File: config.mk
export PLATFORM = sky130hd
export DESIGN_NAME = hdmkc_ctrl
export DESIGN_NICKNAME = d
export VERILOG_FILES = /design/src/hdl/hdmkc_pkg.sv /design/src/hdl/hdmkc_ctrl.sv
export SDC_FILE = /design/constraint.sdc
export NUM_CORES = 1
export LEC_CHECK = 0
export ABC_AREA = 1
export BUFFER_PORTS_ARGS = -buffer_cell sky130_fd_sc_hd__buf_2
export CORE_MARGIN = 5
export CORE_UTILIZATION = 32
export DETAILED_ROUTE_END_ITERATION = 7
export GPL_TIMING_DRIVEN = 0
export PLACE_DENSITY_LB_ADDON = 0.08
export SLEW_MARGIN = 20
export SYNTH_ARGS = -nofsm -noshare
export SYNTH_HDL_FRONTEND = slang
export SYNTH_SLANG_ARGS = --single-unit
export TNS_END_PERCENT = 50
File: constraint.sdc
create_clock -name aclk -period 1.3 [get_ports aclk]
set_input_delay 0.13 -clock aclk [delete_from_list [all_inputs] [get_ports aclk]]
set_output_delay 0.13 -clock aclk [all_outputs]
set_load 0.01 [all_outputs]
File: src/hdl/hdmkc_pkg.sv
// ----------------------------------------------------------------------------
// hdmkc_pkg
// Shared constants and types for the hashed key cache.
// ----------------------------------------------------------------------------
`default_nettype none
package hdmkc_pkg;
    localparam int SLOTS = 32;
    localparam int KEY_MAX = 128;
    localparam int SLOT_W = $clog2(SLOTS);
    localparam int KEY_W = $clog2(KEY_MAX);
    localparam int LEN_W = KEY_W + 1;
    localparam int KMEM_W = SLOT_W + KEY_W;
    localparam logic [63:0] HASH_BASIS = 64'd1469598103934665603;
    localparam logic [63:0] HASH_PRIME = 64'd1099511628211;

    localparam logic [1:0] CMD_LOOKUP = 2'd0;
    localparam logic [1:0] CMD_PUT    = 2'd1;
    localparam logic [1:0] CMD_INVAL  = 2'd2;
    localparam logic [1:0] CMD_NONE   = 2'd3;

    typedef struct packed {
        logic       absorb;    // hash step on hash_reg with in_byte
        logic       load_vol;  // start key: load the volume id for hashing
        logic       vol_step;  // one volume byte hash step
        logic       append;    // write in_byte into key buffer
        logic       cmp_start; // begin stored-key compare or copy
        logic       cmp_step;  // advance compare
        logic       commit_put;
        logic       copy_step; // copy one byte into slot key store
        logic       end_key;
        logic       inval;
    } ctrl_t;

    typedef struct packed {
        logic       vol_done;
        logic       cmp_done;
        logic       copy_done;
        logic       overflow;
        logic       is_zero;
    } stat_t;
endpackage
`default_nettype wire

File: src/hdl/hdmkc_ctrl.sv
// ----------------------------------------------------------------------------
// hdmkc_ctrl
// Sequencer: hashes volume and bytes, runs compare or store at the terminator.
// ----------------------------------------------------------------------------
`default_nettype none
module hdmkc_ctrl
    import hdmkc_pkg::*;
(
    input  wire logic       aclk,
    input  wire logic       aresetn,
    input  wire logic       s_valid,
    output logic            s_ready,
    input  wire logic [1:0] s_cmd,
    input  wire logic [7:0] s_key_byte,
    input  wire stat_t      stat,
    output ctrl_t           ctrl,
    output logic            m_valid,
    input  wire logic       m_ready,
    output logic            out_kind,
    output logic            res_latch
);
    localparam logic [2:0] S_IDLE = 3'd0, S_VOL = 3'd1, S_BYTE = 3'd2,
                           S_CMP = 3'd3, S_COPY = 3'd4, S_RES = 3'd5;
    logic [2:0] state_reg, state_next;
    logic       term_reg, kind_reg, mv_reg;
    logic       fire;

    assign s_ready = (state_reg == S_IDLE) && !mv_reg;
    assign fire = s_valid && s_ready;
    assign m_valid = mv_reg;
    assign out_kind = kind_reg;

    always_comb begin
        ctrl = '0;
        state_next = state_reg;
        res_latch = 1'b0;
        unique case (state_reg)
            S_IDLE: begin
                if (fire) begin
                    if (s_cmd == CMD_INVAL) begin
                        ctrl.inval = 1'b1;
                    end else if (s_cmd != CMD_NONE) begin
                        ctrl.load_vol = stat.is_zero;
                        state_next = stat.is_zero ? S_VOL : S_BYTE;
                    end
                end
            end
            S_VOL: begin
                if (stat.vol_done) begin
                    state_next = S_BYTE;
                end else begin
                    ctrl.vol_step = 1'b1;
                end
            end
            S_BYTE: begin
                if (!term_reg) begin
                    ctrl.absorb = 1'b1;
                    ctrl.append = 1'b1;
                    state_next = S_IDLE;
                end else begin
                    ctrl.cmp_start = 1'b1;
                    state_next = kind_reg ? S_COPY : S_CMP;
                end
            end
            S_CMP: begin
                ctrl.cmp_step = !stat.cmp_done;
                if (stat.cmp_done) begin
                    res_latch = 1'b1;
                    state_next = S_RES;
                end
            end
            S_COPY: begin
                if (stat.overflow || stat.copy_done) begin
                    ctrl.commit_put = 1'b1;
                    res_latch = 1'b1;
                    state_next = S_RES;
                end else begin
                    ctrl.copy_step = 1'b1;
                end
            end
            S_RES: begin
                ctrl.end_key = 1'b1;
                state_next = S_IDLE;
            end
            default: state_next = S_IDLE;
        endcase
    end

    always_ff @(posedge aclk) begin
        if (!aresetn) begin
            state_reg <= S_IDLE;
            mv_reg    <= 1'b0;
            term_reg  <= 1'b0;
            kind_reg  <= 1'b0;
        end else begin
            state_reg <= state_next;
            if (fire) begin
                term_reg <= (s_key_byte == 8'd0);
                kind_reg <= (s_cmd == CMD_PUT);
            end
            if (state_reg == S_RES) begin
                mv_reg <= 1'b1;
            end else if (mv_reg && m_ready) begin
                mv_reg <= 1'b0;
            end
        end
    end
endmodule
`default_nettype wire

; ---- After elaboration in Yosys (flattened, before gate mapping)
; Cells that the tools add are included.
[classes]
mux = 32
n_eq_ne = 14
n_reduce_logical = 10
[ops]
columns = cell, count
row1 = 2-to-1 mux 3 bit, 8
row2 = 2-to-1 mux 1 bit, 19
row3 = case mux 3 bit (5 select lines), 1
row4 = "!= test 2 bit, second input constant", 6
row5 = logical NOT 8 bit, 1
row6 = "== test 3 x 2 -> 1 bit, second input constant", 2
row7 = "== test 3 bit, second input constant", 2
row8 = 2-to-1 mux 2 bit, 3
row9 = AND reduction 6 bit, 1
row10 = "== test 3 x 1 -> 1 bit, second input constant", 1
row11 = logical AND 1 bit, 3
row12 = logical NOT 3 bit, 1
row13 = "== test 2 x 1 -> 1 bit, second input constant", 1
row14 = "== test 2 bit, second input constant", 1
row15 = logical NOT 1 bit, 2
row16 = "!= test 2 x 1 -> 1 bit, second input constant", 1
row17 = case mux 1 bit (2 select lines), 1
row18 = nonzero test 2 bit, 1
row19 = logical OR 1 bit, 1
[totals]
output_inout_bits = 14
word_cells = 60
input_bits = 19
regBits = 6

; ---- Logic depth before layout (Yosys ltp)
; Gate-level depths: netlist (run 1).
[depth]
word_depth = 5
mapped_depth = 8
mapped_depth_nobuf = 8

; ---- Least setup slack after synthesis (run 1)
; Ideal clock, no wire load.
[synth_timing]
path_type = reg2out
start = reg state_reg[1]
end = out ctrl[0] (netlist name)
required_time_ns = 1.170
n_path_buf = 0
arrival_ns = 1.079
setup_slack_ns = 0.091
path_stages_with_launch = 6
cell_sequence = dfxtp_1 > nor2_2 > nand2_2 > nor2_4 > nand2_2 > nor3_1
[synth_rtl]
columns = element, line
row1 = "start, declared", hdmkc_ctrl.sv:24  ; logic [2:0] state_reg, state_next;
row2 = "start signal, assigned", hdmkc_ctrl.sv:96  ; state_reg <= state_next;
row3 = "end, declared", hdmkc_ctrl.sv:16  ; output ctrl_t ctrl,

; ---- Worst setup path after layout (run 1)
[layout_timing]
start = reg state_reg[1]
end = out res_latch
[layout_between]
elab_chain_len = 2
word_cells_on_any_way = 3
classes_between = 2 x eq/ne / 1 x mux
[layout_rtl]
columns = element, line
row1 = == test 3 bit or == test 3 x 2 -> 1 bit (tied branches), hdmkc_ctrl.sv:37  ; unique case (state_reg)
row2 = case mux 1 bit (2 select lines) *, hdmkc_ctrl.sv:37
row3 = "end, declared", hdmkc_ctrl.sv:20  ; output logic res_latch
; Mark *: on every way between the ends. The rest lies on a longest branch, timed or not.

==> impl_metrics.ini, run 1 <==
[floorplan]
die_h_um = 49.0
core_region_um2 = 1470
dieWidth_um = 49.0
pin_count = 33
placementRows = 14
fp.dieArea_um2 = 2400
initial_utilization_pct = 33.0

[routing]
ant_nets = 0
detail_route.wirelength_um = 1480
drtIter0Drc = 5
drt_drc_violations_left = 0
drt-pass1-iter-count = 4
via_count = 661
vias_per_cell = 4.62
routedWlPerCell_um = 10.3

[worst_setup_path]
cp_cell_sequence = nor2_4 -> buf_4 -> nand2_1 -> nor2_2 -> a31o_2 -> buf_2
worst_r2r_path_depth = 9
critical-path-max-stage-delay_ns = 0.37
crit_path_kind = flop to primary output
startpoint_of_the_most_critical_register_to_register_path = state_reg[1]
worst_path_max_delay_cell = dfxtp_4
crit_buf_inv = 2
reg2reg_setup_slack_ns = 0
worstSetupStartpoint = state_reg[1]
cp_top_family = flip-flops
cp.depth = 6
critical_path.reg2reg.endpoint = term_reg
endpoint_kind = primary output
cp.arrival_ns = 1.27
startpoint_type = flop
timing.critical_path.fanout_max = 4
crit_required_ns = 1.17
setup.worst_path.end = res_latch

[yosys]
synthesis.area_per_instance_um2 = 5.78
post_synth_num_cell_types = 19
ys_seq_area_share_pct = 24.7
ys_ff_latch = 6
synth_cells = 84
post_synth_instance_area_um2 = 485
post_synthesis_net_count = 103
synth.yosys.warnings = 0

[pwr]
pwr-share-clk_pct = 11.2
comb_pwr_share_pct = 68.4
power.ir.vdd_worst_uv = 831
cellLeakagePower_uw = 0.000473
p_int_uw = 831
total_switching_power_uw = 652
powerDensity_nw_per_um2 = 1730
swShare_pct = 44.0
pwr-share-seq_pct = 20.4

[outcome]
violations_in_the_final_reports = negative setup slack
status = complete, but fails checks

[layout]
fin_area_um2 = 860
insertedDiodeCount = 0
final_common_cell = buf_2
largest_register_ffs = 3
register_area_um2 = 131
utilization_pct = 58.4
final_layout_size_suffix_gt1_share_pct = 55.9
layout.cells.most_common_list = buf_2 (30), nor2_1 (13), nand2_1 (13)
area_growth_syn_to_layout_pct = 77.1
filler_cell_count = 169
fin_nets = 148
layout.cells.non_filler = 143
multiInputGateArea_um2 = 383

[timing]
slew_viol_final = 0
rsz_0062_raised_after_global_routing = true
fmax_mhz = 714
slew-limit-headroom_pct = 76.6
whs_ns = 0.136
min_period_over_period_pct = 108
final_critical_path_setup_slack_ns = -0.0996
fin_worst_skew_ns = 0.00174
worst_slew_pin_slew_ns = 0.350
period_needed_ns = 1.40
hold_viol_final = 0
finalSetupViolations = 6

[clocking]
hold_buffers = 0
insertion_delay_ns = 0.24
tritoncts_num_sinks = 6
htreeDepth = 1
tritoncts_clock_tree = done
clk_path_buf_depth = 2
cts-root-buf = clkbuf_4
cts_made_buffers = 3
worst_setup_hold_path_clk_slew_ns = 0.04

[grt]
grt_first_pass_wirelength_um = 2390
globalRoute.totalOverflow = 0
total_routing_resource_utilization_after_global_routing_pct = 12.7
number_of_global_route_vias_before_repair = 582
grt_antenna_before_repair = 0
grt_start_max_net_pins = 6

[placement]
placed_cells = 132
post-dp-hpwl_um = 1150
dpl_worst_slack_ns = 0.00739
port-buffer-count = 32
placed_cell_area_um2 = 666
place.gp.congestion = 0.739

[flow_run]
cap_violations = 0

[min_path]
hold_path_class = input port to flop
[worst min-delay path by stage]
stage | start | end | slack [ns] | cells past startpoint
after global placement | m_ready | m_valid | 0.39 | 4
after global routing | aresetn | state_reg[1] | 0.12 | 3
final | aresetn | state_reg[1] | 0.14 | 3
after CTS | aresetn | state_reg[1] | 0.13 | 3
after floorplan | aresetn | state_reg[1] | 0.25 | 2
after detailed placement | m_ready | m_valid | 0.39 | 4
[layout make-up]
cell class                 instances  area share [%]
multi-input combinational         62            44.5
timing repair buffer              40            27.5
sequential                         6            15.3
inverter                          15            6.84
clock buffer                       3            2.62
tap                               16            2.33
buffer                             1           0.873
[synthesized netlist by cell type]
library cell / count / share of area (%)
nor2_1: 19 / 15
nand2_1: 15 / 12
inv_1: 14 / 11
dfxtp_1: 6 / 25
nand3_1: 6 / 6.2
a21oi_1: 5 / 5.2
nand4_1: 3 / 3.9
nor2_2: 3 / 3.9
nand2_2: 2 / 2.6
nor3_1: 2 / 2.1
a31o_2: 1 / 1.8
buf_4: 1 / 1.5
inv_2: 1 / 0.77
nand3b_1: 1 / 1.5
nor2_4: 1 / 2.3
o21ai_0: 1 / 1.0
o31ai_1: 1 / 1.5
o31ai_2: 1 / 2.6
or2_1: 1 / 1.3
[layer usage]
layer / vias up / GRT usage (%) / routed length [um]
met1: 289 / 13.8 / 582
met2: 19 / 20.4 / 794
met4: 0 / 9.42 / 0
met3: 0 / 3.67 / 98
li1: 353 / - / -
met5: - / 0 / 0
[kinds of logic after synthesis]
logic type	Yosys count	share of synthesized area [%]
AO/OA/AOI/OAI	9	12.1
buffers and inverters	16	13.1
flip-flops	6	24.7
AND/OR/NAND/NOR	53	50.0
[tightest hold or removal path: stages]
cell and delay (ns):
buf_2 0.12, nand2_1 0.06, nor2_1 0.03
[power groups by stage]
stage                     registers (uW)  clock network [uW]  logic (uW)
final                                303                 166        1010
after global routing                 307                 192        1110
after CTS                            296                 175         931
after detailed placement             271                   0         656
after global placement               270                   0         651
after floorplan                      261                   0         478
[stage by stage]
stage | TNS (ns) | power, uW
after global placement | 0 | 921
after detailed placement | 0 | 926
after floorplan | 0 | 740
after CTS | -0.489 | 1400
final | -0.300 | 1480
after global routing | -1.06 | 1610
[what timing repair did]
action                                  CTS  global route
setup buffers                             7             1
pin swaps                                 7             7
resized for setup                        13            19
endpoints found under the setup margin   10            16
Note: power is estimated with default switching activity, not from simulation.
==> run 2, diff against run 1 <==
BUFFER_PORTS_ARGS = default   (was -buffer_cell sky130_fd_sc_hd__buf_2)
CAP_MARGIN = 40   (was default)
CORE_UTILIZATION = 30   (was 32)
DONT_BUFFER_PORTS = 1   (was default)
==> impl_metrics.ini, run 2 (same netlist as run 1, synthesis figures left out) <==
[outcome]
status = complete, but fails checks
violations_in_the_final_reports = negative setup slack

[grt]
number_of_global_route_vias_before_repair = 527
globalRoute.totalOverflow = 0
grt_antenna_before_repair = 0
use_met3_pct = 4.44
total_routing_resource_utilization_after_global_routing_pct = 11.2
grt_start_max_net_pins = 6
grt_first_pass_wirelength_um = 2180
grt-busiest-layer = met2
groute.layer.met2.usage_pct = 15.5
grt_util_met1_pct = 13.8

[timing]
finalSetupViolations = 7
min_period_over_period_pct = 106
fin_worst_skew_ns = 0.000303
slew-limit-headroom_pct = 76.0
slew_viol_final = 0
fmax_mhz = 727
period_needed_ns = 1.37
final_critical_path_setup_slack_ns = -0.0747
hold_viol_final = 0
setup_tns_ns = -0.270
worst_slew_pin_slew_ns = 0.358
rsz_0062_raised_after_global_routing = true

[worst_setup_path]
crit_required_ns = 1.17
cp.arrival_ns = 1.24
crit_path_kind = flop to primary output
worst_r2r_path_depth = 9
critical_path.reg2reg.endpoint = state_reg[0]
startpoint_type = flop
reg2reg_setup_slack_ns = -0.03
setup.worst_path.end = ctrl[8]
endpoint_kind = primary output
startpoint_of_the_most_critical_register_to_register_path = state_reg[1]
timing.critical_path.fanout_max = 5
worstSetupStartpoint = state_reg[1]

[layout]
insertedDiodeCount = 0
fin_nets = 113
layout.cells.most_common_list = nor2_1 (16), inv_1 (13), nand2_1 (12)
final_layout_size_suffix_gt1_share_pct = 32.6
filler_cell_count = 178
final_common_cell = nor2_1
layout.cells.non_filler = 108
largest_register_ffs = 3
area_growth_syn_to_layout_pct = 35.6

[floorplan]
placementRows = 14
die_h_um = 50.2
fp.dieArea_um2 = 2520
core_region_um2 = 1520
pin_count = 33
initial_utilization_pct = 31.9
dieWidth_um = 50.2

[clocking]
tritoncts_num_sinks = 6
worst_setup_hold_path_clk_slew_ns = 0.04
cts_made_buffers = 3
clk_path_buf_depth = 2
htreeDepth = 1
cts-root-buf = clkbuf_4
tritoncts_clock_tree = done
insertion_delay_ns = 0.24

[routing]
routedWlPerCell_um = 12.7
drt_drc_violations_left = 0
drt-pass1-iter-count = 4
detail_route.wirelength_um = 1380
drtIter0Drc = 8
via_count = 537
ant_nets = 0
vias_per_cell = 4.97

[pwr]
total_switching_power_uw = 607
cellLeakagePower_uw = 0.000319
p_int_uw = 669
comb_pwr_share_pct = 64.1
power.ir.vdd_worst_uv = 803
swShare_pct = 47.6
pwr-share-seq_pct = 22.8
powerDensity_nw_per_um2 = 1940
pwr-share-clk_pct = 13.1

[placement]
post-dp-hpwl_um = 1100
place.gp.congestion = 0.738
placed_cells = 100
port-buffer-count = 0

[min_path]
hold_path_class = input port to flop

[flow_run]
cap_violations = 0
-- run 2: cell type report --
type / instances / area, um2 / share of cell area (%)
plain buffers: 1 / 7.51 / 1.14
clock buffers: 3 / 22.5 / 3.42
flip-flops and latches: 6 / 124 / 18.8
well taps: 16 / 20.0 / 3.04
repair buffers: 5 / 40.0 / 6.08
multi-input cells: 62 / 388 / 58.9
inverters: 15 / 56.3 / 8.56
-- run 2: power by group through the flow --
stage | Sequential, uW | Clock [uW] | Combinational [uW]
after floorplan | 261 | 0 | 478
after global placement | 274 | 0 | 556
after detailed placement | 275 | 0 | 560
after CTS | 289 | 175 | 713
after global routing | 299 | 189 | 901
final | 292 | 167 | 818
-- run 2: worst max-delay path: stages, from the launching register on --
cell     delay, ns
dfxtp_2       0.35
nor2_4        0.15
nand2_4       0.08
nor2_4        0.16
nand2_4       0.09
nor3_4        0.16
-- run 2: worst min-delay path by stage --
| stage | slack (ns) | depth (start not counted) | start | to |
|---|---|---|---|---|
| final | 0.03 | 2 | aresetn | state_reg[0] |
| after global placement | 0.26 | 2 | aresetn | state_reg[1] |
| after floorplan | 0.25 | 2 | aresetn | state_reg[1] |
| after CTS | 0.002 | 2 | aresetn | state_reg[1] |
| after global routing | 0.03 | 2 | aresetn | state_reg[0] |
| after detailed placement | 0.26 | 2 | aresetn | state_reg[1] |
-- run 2: repair_timing --
action,in CTS,in global routing
pin swaps,1,0
gates resized for setup,15,8
hold buffers,0,1
setup endpoints to repair,5,13
setup buffers,2,2
hold endpoints to repair,0,1
-- run 2: metrics by stage --
step                setup WS [ns]  util, %  hold slack (ns)  total power [uW]  instance area, um2
detailed placement        -0.0662     33.2            0.264               835                 505
floorplan                  0.0909        -            0.251               740                 485
CTS                       -0.0854     39.2          0.00184              1180                 598
global route               -0.152     43.2           0.0327              1390                 658
finish                    -0.0747     43.2           0.0278              1280                 658
global placement          -0.0581     33.2            0.261               831                 505
-- run 2: routing by layer --
metal	vias up	routed length (um)
met5	-	0
met4	0	22
met3	2	127
met2	21	607
met1	230	617
li1	284	-
